[src/sv/olar_pkg.sv]
package olar_pkg;

   localparam int DEF_CAPACITY = 32;
   localparam int VALUE_W      = 32;
   localparam int POS_W        = 7;
   localparam int SLOT_W       = 6;
   localparam int ACT_W        = 2;
   localparam int STAT_W       = 2;
   localparam int REQ_DATA_W   = 40;
   localparam int RSP_DATA_W   = 40;

   typedef enum logic [ACT_W-1:0] {
      ACT_APPEND  = 2'd0,
      ACT_RMV_VAL = 2'd1,
      ACT_RMV_AT  = 2'd2,
      ACT_DUMP    = 2'd3
   } action_type;

   typedef enum logic [STAT_W-1:0] {
      ST_DONE  = 2'd0,
      ST_MISS  = 2'd1,
      ST_FULL  = 2'd2,
      ST_EMPTY = 2'd3
   } status_type;

   typedef struct packed {
      logic       latch;
      logic       idx_clr;
      logic       idx_pos;
      logic       idx_inc;
      logic       rd_en;
      logic       rd_next;
      logic       wr_app;
      logic       wr_shift;
      logic       cnt_inc;
      logic       cnt_dec;
      logic       out_load;
      logic       out_dump;
      status_type out_status;
   } cmd_type;

   typedef struct packed {
      logic full;
      logic empty;
      logic pos_ok;
      logic idx_below;
      logic more;
      logic last;
      logic hit;
      logic out_free;
   } stat_type;

endpackage

[src/sv/olar_ram.sv]
module olar_ram #(
   parameter int WIDTH = 32,
   parameter int DEPTH = 32,
   parameter int ADDR_W = $clog2(DEPTH)
) (
   input  logic              clock,
   input  logic              wr_en,
   input  logic [ADDR_W-1:0] wr_addr,
   input  logic [WIDTH-1:0]  wr_data,
   input  logic              rd_en,
   input  logic [ADDR_W-1:0] rd_addr,
   output logic [WIDTH-1:0]  rd_data
);

   logic [WIDTH-1:0] mem_ff [DEPTH];
   logic [WIDTH-1:0] rd_data_ff;

   always_ff @(posedge clock) begin
      if (wr_en) begin
         mem_ff[wr_addr] <= wr_data;
      end
      if (rd_en) begin
         rd_data_ff <= mem_ff[rd_addr];
      end
   end

   assign rd_data = rd_data_ff;

endmodule

[src/sv/olar_datapath.sv]
module olar_datapath
   import olar_pkg::*;
#(
   parameter int CAPACITY = DEF_CAPACITY
) (
   input  logic                  clock,
   input  logic                  reset,
   input  logic [REQ_DATA_W-1:0] req_tdata,
   input  logic                  rsp_tready,
   input  cmd_type               cmd,
   output stat_type              stat,
   output logic                  rsp_valid,
   output status_type            rsp_status,
   output logic [VALUE_W-1:0]    rsp_element,
   output logic [SLOT_W-1:0]     rsp_slot,
   output logic                  rsp_last
);

   localparam int CNT_W  = $clog2(CAPACITY + 1);
   localparam int ADDR_W = $clog2(CAPACITY);

   logic [VALUE_W-1:0] val_ff, val_in;
   logic [POS_W-1:0]   pos_ff, pos_in;
   logic [CNT_W-1:0]   idx_ff, idx_in, idx_nxt;
   logic [CNT_W-1:0]   count_ff, count_in;

   logic               rsp_valid_ff, rsp_valid_in;
   status_type         rsp_status_ff, rsp_status_in;
   logic [VALUE_W-1:0] rsp_element_ff, rsp_element_in;
   logic [SLOT_W-1:0]  rsp_slot_ff, rsp_slot_in;
   logic               rsp_last_ff, rsp_last_in;

   logic               wr_en;
   logic [ADDR_W-1:0]  wr_addr;
   logic [VALUE_W-1:0] wr_data;
   logic [ADDR_W-1:0]  rd_addr;
   logic [VALUE_W-1:0] rd_data;

   assign idx_nxt = idx_ff + CNT_W'(1);

   always_comb begin
      val_in = cmd.latch ? req_tdata[VALUE_W-1:0] : val_ff;
      pos_in = cmd.latch ? req_tdata[VALUE_W +: POS_W] : pos_ff;

      priority if (cmd.idx_clr) begin
         idx_in = '0;
      end else if (cmd.idx_pos) begin
         idx_in = CNT_W'(pos_ff);
      end else if (cmd.idx_inc) begin
         idx_in = idx_nxt;
      end else begin
         idx_in = idx_ff;
      end

      priority if (cmd.cnt_inc) begin
         count_in = count_ff + CNT_W'(1);
      end else if (cmd.cnt_dec) begin
         count_in = count_ff - CNT_W'(1);
      end else begin
         count_in = count_ff;
      end
   end

   always_comb begin
      stat.full      = (count_ff == CNT_W'(CAPACITY));
      stat.empty     = (count_ff == '0);
      stat.pos_ok    = (pos_ff < POS_W'(count_ff));
      stat.idx_below = (idx_ff < count_ff);
      stat.more      = (idx_nxt < count_ff);
      stat.last      = (idx_nxt == count_ff);
      stat.hit       = (rd_data == val_ff);
      stat.out_free  = !rsp_valid_ff || rsp_tready;
   end

   assign wr_en   = cmd.wr_app || cmd.wr_shift;
   assign wr_addr = cmd.wr_app ? count_ff[ADDR_W-1:0] : idx_ff[ADDR_W-1:0];
   assign wr_data = cmd.wr_app ? val_ff : rd_data;
   assign rd_addr = cmd.rd_next ? idx_nxt[ADDR_W-1:0] : idx_ff[ADDR_W-1:0];

   olar_ram #(
      .WIDTH (VALUE_W),
      .DEPTH (CAPACITY)
   ) u_olar_ram (
      .clock   (clock),
      .wr_en   (wr_en),
      .wr_addr (wr_addr),
      .wr_data (wr_data),
      .rd_en   (cmd.rd_en),
      .rd_addr (rd_addr),
      .rd_data (rd_data)
   );

   always_comb begin
      rsp_valid_in   = rsp_valid_ff;
      rsp_status_in  = rsp_status_ff;
      rsp_element_in = rsp_element_ff;
      rsp_slot_in    = rsp_slot_ff;
      rsp_last_in    = rsp_last_ff;
      if (cmd.out_load) begin
         rsp_valid_in   = 1'b1;
         rsp_status_in  = cmd.out_status;
         rsp_element_in = cmd.out_dump ? rd_data : '0;
         rsp_slot_in    = cmd.out_dump ? SLOT_W'(idx_ff) : '0;
         rsp_last_in    = cmd.out_dump ? stat.last : 1'b1;
      end else if (rsp_tready) begin
         rsp_valid_in = 1'b0;
      end
   end

   always_ff @(posedge clock) begin
      if (reset) begin
         count_ff     <= '0;
         idx_ff       <= '0;
         rsp_valid_ff <= 1'b0;
      end else begin
         count_ff     <= count_in;
         idx_ff       <= idx_in;
         rsp_valid_ff <= rsp_valid_in;
      end
   end

   always_ff @(posedge clock) begin
      val_ff         <= val_in;
      pos_ff         <= pos_in;
      rsp_status_ff  <= rsp_status_in;
      rsp_element_ff <= rsp_element_in;
      rsp_slot_ff    <= rsp_slot_in;
      rsp_last_ff    <= rsp_last_in;
   end

   assign rsp_valid   = rsp_valid_ff;
   assign rsp_status  = rsp_status_ff;
   assign rsp_element = rsp_element_ff;
   assign rsp_slot    = rsp_slot_ff;
   assign rsp_last    = rsp_last_ff;

endmodule

[src/sv/olar_ctrl.sv]
module olar_ctrl
   import olar_pkg::*;
(
   input  logic       clock,
   input  logic       reset,
   input  logic       req_valid,
   input  action_type req_action,
   output logic       req_ready,
   input  stat_type   stat,
   output cmd_type    cmd
);

   typedef enum logic [9:0] {
      S_IDLE     = 10'b00_0000_0001,
      S_APPEND   = 10'b00_0000_0010,
      S_SRCH_RD  = 10'b00_0000_0100,
      S_SRCH_CMP = 10'b00_0000_1000,
      S_AT_CHK   = 10'b00_0001_0000,
      S_SHIFT_RD = 10'b00_0010_0000,
      S_SHIFT_WR = 10'b00_0100_0000,
      S_DUMP_RD  = 10'b00_1000_0000,
      S_DUMP_OUT = 10'b01_0000_0000,
      S_REPLY    = 10'b10_0000_0000
   } state_type;

   state_type  state_ff, state_in;
   status_type st_ff, st_in;

   assign req_ready = (state_ff == S_IDLE);

   always_comb begin
      cmd            = '0;
      cmd.out_status = st_ff;
      state_in       = state_ff;
      st_in          = st_ff;
      unique case (state_ff)
         S_IDLE: begin
            if (req_valid) begin
               cmd.latch   = 1'b1;
               cmd.idx_clr = 1'b1;
               unique case (req_action)
                  ACT_APPEND:  state_in = S_APPEND;
                  ACT_RMV_VAL: state_in = S_SRCH_RD;
                  ACT_RMV_AT:  state_in = S_AT_CHK;
                  ACT_DUMP:    state_in = S_DUMP_RD;
                  default:     state_in = S_IDLE;
               endcase
            end
         end
         S_APPEND: begin
            if (stat.full) begin
               st_in = ST_FULL;
            end else begin
               cmd.wr_app  = 1'b1;
               cmd.cnt_inc = 1'b1;
               st_in       = ST_DONE;
            end
            state_in = S_REPLY;
         end
         S_SRCH_RD: begin
            if (stat.idx_below) begin
               cmd.rd_en = 1'b1;
               state_in  = S_SRCH_CMP;
            end else begin
               st_in    = ST_MISS;
               state_in = S_REPLY;
            end
         end
         S_SRCH_CMP: begin
            if (stat.hit) begin
               state_in = S_SHIFT_RD;
            end else begin
               cmd.idx_inc = 1'b1;
               state_in    = S_SRCH_RD;
            end
         end
         S_AT_CHK: begin
            if (stat.pos_ok) begin
               cmd.idx_pos = 1'b1;
               state_in    = S_SHIFT_RD;
            end else begin
               st_in    = ST_MISS;
               state_in = S_REPLY;
            end
         end
         S_SHIFT_RD: begin
            if (stat.more) begin
               cmd.rd_en   = 1'b1;
               cmd.rd_next = 1'b1;
               state_in    = S_SHIFT_WR;
            end else begin
               cmd.cnt_dec = 1'b1;
               st_in       = ST_DONE;
               state_in    = S_REPLY;
            end
         end
         S_SHIFT_WR: begin
            cmd.wr_shift = 1'b1;
            cmd.idx_inc  = 1'b1;
            state_in     = S_SHIFT_RD;
         end
         S_DUMP_RD: begin
            if (stat.empty) begin
               st_in    = ST_EMPTY;
               state_in = S_REPLY;
            end else begin
               cmd.rd_en = 1'b1;
               state_in  = S_DUMP_OUT;
            end
         end
         S_DUMP_OUT: begin
            cmd.out_status = ST_DONE;
            if (stat.out_free) begin
               cmd.out_load = 1'b1;
               cmd.out_dump = 1'b1;
               if (stat.last) begin
                  state_in = S_IDLE;
               end else begin
                  cmd.idx_inc = 1'b1;
                  state_in    = S_DUMP_RD;
               end
            end
         end
         S_REPLY: begin
            if (stat.out_free) begin
               cmd.out_load = 1'b1;
               state_in     = S_IDLE;
            end
         end
         default: begin
            state_in = S_IDLE;
         end
      endcase
   end

   always_ff @(posedge clock) begin
      if (reset) begin
         state_ff <= S_IDLE;
         st_ff    <= ST_DONE;
      end else begin
         state_ff <= state_in;
         st_ff    <= st_in;
      end
   end

endmodule

[src/sv/ordered_list_append_remove.sv]
// Append and both removes answer with a single status beat, as does a dump of an empty
// list; otherwise a dump sends one beat per element, slot 0 first. Remove-by-value reads
// each entry from slot 0 until a hit, remove-at checks the position against the count;
// on success, either shifts the later entries down one slot. One request at a time; the
// next is taken the cycle after the last response beat is loaded.
// Reset clears the count and the output valid; store contents are left as they are.
module ordered_list_append_remove
   import olar_pkg::*;
#(
   parameter int CAPACITY = DEF_CAPACITY
) (
   input  logic                  clock,
   input  logic                  reset,
   input  logic                  req_tvalid,
   output logic                  req_tready,
   input  logic [REQ_DATA_W-1:0] req_tdata,  // value[31:0], position[38:32], zero[39]
   input  logic [ACT_W-1:0]      req_tuser,  // action[1:0]
   output logic                  rsp_tvalid,
   input  logic                  rsp_tready,
   output logic [RSP_DATA_W-1:0] rsp_tdata,  // element[31:0], slot[37:32], zero[39:38]
   output logic [STAT_W-1:0]     rsp_tuser,  // status[1:0]
   output logic                  rsp_tlast
);

   cmd_type            cmd;
   stat_type           stat;
   logic               req_ready;
   status_type         rsp_status;
   logic [VALUE_W-1:0] rsp_element;
   logic [SLOT_W-1:0]  rsp_slot;

   olar_ctrl u_olar_ctrl (
      .clock      (clock),
      .reset      (reset),
      .req_valid  (req_tvalid),
      .req_action (action_type'(req_tuser)),
      .req_ready  (req_ready),
      .stat       (stat),
      .cmd        (cmd)
   );

   olar_datapath #(
      .CAPACITY (CAPACITY)
   ) u_olar_datapath (
      .clock       (clock),
      .reset       (reset),
      .req_tdata   (req_tdata),
      .rsp_tready  (rsp_tready),
      .cmd         (cmd),
      .stat        (stat),
      .rsp_valid   (rsp_tvalid),
      .rsp_status  (rsp_status),
      .rsp_element (rsp_element),
      .rsp_slot    (rsp_slot),
      .rsp_last    (rsp_tlast)
   );

   assign req_tready = req_ready;
   assign rsp_tuser  = rsp_status;
   assign rsp_tdata  = {(RSP_DATA_W - SLOT_W - VALUE_W)'(0), rsp_slot, rsp_element};

endmodule

[config.mk]
export PLATFORM = sky130hd
export DESIGN_NAME = ordered_list_append_remove
export DESIGN_NICKNAME = d
export VERILOG_FILES = /design/src/sv/olar_pkg.sv /design/src/sv/olar_ram.sv /design/src/sv/olar_datapath.sv /design/src/sv/olar_ctrl.sv /design/src/sv/ordered_list_append_remove.sv
export SDC_FILE = /design/constraint.sdc
export NUM_CORES = 2
export LEC_CHECK = 0
export ABC_AREA = 1
export BUFFER_PORTS_ARGS = -buffer_cell sky130_fd_sc_hd__buf_2
export CORE_ASPECT_RATIO = 1.4
export CORE_MARGIN = 10
export CORE_UTILIZATION = 50
export DETAILED_ROUTE_END_ITERATION = 7
export PLACE_DENSITY = 0.67
export RECOVER_POWER = 50
export SYNTH_ARGS = -nofsm -noshare
export SYNTH_HDL_FRONTEND = slang
export SYNTH_HIERARCHICAL = 1
export SYNTH_SLANG_ARGS = --single-unit
[constraint.sdc]
create_clock -name clock -period 5.4 [get_ports clock]
set_input_delay 1.35 -clock clock [delete_from_list [all_inputs] [get_ports clock]]
set_output_delay 1.35 -clock clock [all_outputs]
set_load 0.01 [all_outputs]
==> results.json <==
{
  "cts_made_buffers": 101,
  "grt_max_degree": 124,
  "cap_viol_max_count": 5,
  "viasPerCell": 5.50,
  "die-width_microns": 283,
  "worst_pin_slew_ns": 3.29,
  "core_area_sq_um": 96600,
  "cts_resized": 0,
  "drt_iter0_markers": 3145,
  "cp.arrival_ns": 5.25,
  "period_needed_ns": 4.95,
  "intPower_mw": 14.0,
  "dpl_cell_area_sq_um": 50400,
  "grt_pass1_wl_mm": 179,
  "cts_tree": "built",
  "syn_inst": 4227,
  "htreeDepth": 3,
  "r2r_cells": 8,
  "area_growth_pct": 9.87,
  "yosysSeqAreaShare_pct": 71.3,
  "violations": "capacitance limit, slew limit",
  "place.gp.congestion": 0.891,
  "p_sw_mw": 3.56,
  "io_buffers": 87,
  "r2r-end": "u_olar_datapath/u_olar_ram/mem_ff[4][25]",
  "drt-total-wl_mm": 117,
  "cts.clk_slew.worst_paths_ns": 0.07,
  "vias": 31062,
  "power_density_nw_per_um2": 329,
  "min_path_type": "flop to flop",
  "critPathRequiredTime_ns": 5.70,
  "cts_hold_buf": 0,
  "antenna_found_initial": 1,
  "fin_skew_ns": 0.0215,
  "cellLeakagePower_nw": 19.5,
  "fillCellCount": 7970,
  "crit_start": "u_olar_ctrl/state_ff[9]",
  "cts_setup_buffers": 0,
  "path_max_fanout": 32,
  "pwr-share-clk_pct": 40.6,
  "start_util_pct": 50.3,
  "crit_type": "flop to flop",
  "drv_slew": 167,
  "end_kind": "flop",
  "ys_types": 46,
  "fmax_ghz": 0.202,
  "dp_hpwl_mm": 62.8,
  "num_rows": 135,
  "post_drt_wl_per_cell_microns": 20.7,
  "drc_errors": 0,
  "clkLatencyLatePin_ns": 0.71,
  "p_seq_share_pct": 56.8,
  "finish.instance_area_sq_um": 53400,
  "ant_nets": 0,
  "startpoint_type": "flop",
  "fin_crit_sh_pct": 91.7,
  "fp.dieH_microns": 389,
  "grt_usage_pct": 20.9,
  "fp.dieArea_sq_um": 110000,
  "dr.pass1.iters": 5,
  "grt.overflow.total": 0,
  "vdd_drop_max_v": 0.000222,
  "clkSinkCount": 1161,
  "slew_headroom_pct": -120,
  "finalSetupViolCount": 0,
  "synth-seq-cells": 1161,
  "cts_buffer_depth": 3,
  "synth_area_sq_um": 48600,
  "drive_above_1_share_pct": 7.52,
  "power_switching_share_pct": 20.3,
  "ff2ff_setup_slack_ns": 0.45,
  "ios": 91,
  "root_buffer": "clkbuf_16",
  "fin_nets": 4338,
  "rr_startpoint": "u_olar_ctrl/state_ff[9]",
  "crit_end": "u_olar_datapath/u_olar_ram/mem_ff[4][25]",
  "pwr-share-comb_pct": 2.6,
  "rsz0062_at_grt": "false",
  "grt_pass1_vias": 30191,
  "status": "finished with violations",
  "setup-tns-final_ns": 0,
  "finalHoldViolCount": 0,
  "yosys_warnings": 6,
  "syn_avg_cell_area_sq_um": 11.5
}
-- Yosys cell counts (all sizes together) --
master  count  area share (%)
nor3b       1           0.015
xor2       34            0.63
o211ai      3           0.046
inv       116            0.92
nand2    1670              13
nor4        2           0.026
nand3     808             8.3
edfxtp   1136              70
nand3b      2           0.031
nor2      101            0.89
ha         22            0.57
o221a       1           0.023
or2         2           0.026
a22oi       1           0.015
dfxtp      25             1.0
o311ai      1           0.018
o21ai      22            0.23
buf       206             3.1
conb        1          0.0077
a21oi      21            0.24
nor3        5           0.062
clkbuf     32            0.25
a31oi       4           0.052
nand4       7            0.12
xnor2       2           0.036
fa          1           0.041
o211a       1           0.021
-- cell families after synthesis --
group	after synthesis	synth area share [%]
and+or+nand+nor	2598	22.5
DFF	1161	71.3
buffers and inverters	354	4.30
AOI/OAI and AO/OA	54	0.649
xor gates and xnor gates	36	0.665
adders and majority gates	23	0.608
other	1	0.00772
-- power groups by stage --
stage          logic (mW)  registers [mW]  clock network, mW
5_1_grt             0.504            9.99               7.60
4_1_cts             0.475            9.98               7.23
3_5_place_dp        0.472            10.2                  0
2_1_floorplan       0.320            10.2                  0
6_report            0.450            9.99               7.13
3_3_place_gp        0.463            10.2                  0
-- layout by cell type (no fill, tap or decap), types with 2 or more instances in the layout --
cell        count
nor2_2          9
nand3_2         3
clkbuf_16     104
nand2_2         5
dfxtp_1        25
nor4_1          2
inv_6           6
conb_1          2
o21ai_0        17
clkbuf_1       75
nand3_1       805
buf_4          42
xor2_1         32
clkinv_1       23
inv_2           2
o21ai_4         4
a21oi_1        20
nand4_1         7
nand2_1      1662
nand3b_1        2
a31oi_1         4
clkinv_2       18
o211ai_1        3
ha_1           22
nor2_4         28
edfxtp_1     1136
clkinvlp_4      5
nor2_1         64
nor3_1          4
xnor2_1         2
nand2_4         3
inv_1         108
bufinv_16       9
buf_2          36
clkbuf_2       13
buf_12         28
-- sequential cells by signal, summed over array words and instances, names as in the netlist --
signal,count
u_olar_datapath/u_olar_ram/rd_data,32
u_olar_datapath/pos_ff,7
u_olar_datapath/rsp_valid,1
u_olar_datapath/idx_ff,6
u_olar_ctrl/st_ff,2
u_olar_datapath/rsp_slot,6
u_olar_datapath/rsp_status,2
u_olar_datapath/val_ff,32
u_olar_datapath/count_ff,6
u_olar_datapath/rsp_element,32
u_olar_datapath/u_olar_ram/mem_ff,1024
u_olar_ctrl/state_ff,10
u_olar_datapath/rsp_last,1
-- worst min-delay path by stage --
| stage | from | slack [ns] | depth (start not counted) | to |
|---|---|---|---|---|
| floorplan | u_olar_ctrl/st_ff[0] | 0.45 | 2 | u_olar_ctrl/st_ff[0] |
| global placement | u_olar_ctrl/st_ff[0] | 0.46 | 2 | u_olar_ctrl/st_ff[0] |
| detailed placement | u_olar_ctrl/st_ff[0] | 0.47 | 2 | u_olar_ctrl/st_ff[0] |
| CTS | u_olar_ctrl/st_ff[0] | 0.48 | 2 | u_olar_ctrl/st_ff[0] |
| global route | u_olar_ctrl/st_ff[0] | 0.52 | 2 | u_olar_ctrl/st_ff[0] |
| finish | u_olar_ctrl/st_ff[0] | 0.47 | 2 | u_olar_ctrl/st_ff[0] |
-- final cells by class --
cell class,count,area (sq um),share of cell area [%]
sequential,1161,34600,64.9
multi-input combinational,2713,12100,22.7
clock buffer,123,2680,5.03
tap,1301,1630,3.05
timing repair buffer,176,1340,2.50
clock inverter,60,544,1.02
inverter,116,468,0.877
antenna,1,2.50,0.00469
-- stage by stage --
| stage | setup WS [ns] | total power [mW] | instances | util, % | hold slack [ns] |
|---|---|---|---|---|---|
| after CTS | 0.639 | 17.7 | 5650 | 55.5 | 0.476 |
| final | 0.448 | 17.6 | 5651 | 55.2 | 0.469 |
| after floorplan | 1.62 | 10.5 | 4228 | - | 0.446 |
| after global placement | 0.720 | 10.6 | 5467 | 52.1 | 0.464 |
| after detailed placement | 0.690 | 10.6 | 5467 | 52.1 | 0.465 |
| after global routing | 0.152 | 18.1 | 5650 | 55.2 | 0.518 |
-- worst max-delay path: stages (launching register included) --
cell and delay, ns:
dfxtp_1 0.34, nor2_1 0.74, nand3_1 0.38, nor2_1 0.67
o21ai_0 0.42, inv_1 0.16, nand3_1 0.57, nor2_4 0.23
clkbuf_2 1.00
-- routing by layer --
metal / up-vias / wire (microns) / GRT usage (%) / share of wire (%)
met5: - / 0 / 0 / 0
met4: 0 / 3450 / 8.16 / 3.0
met3: 218 / 8980 / 2.99 / 7.7
met2: 1259 / 57400 / 35.5 / 49
met1: 14981 / 46900 / 27.1 / 40
li1: 14604 / - / - / -
No activity file was read; power rests on OpenSTA's default activity.
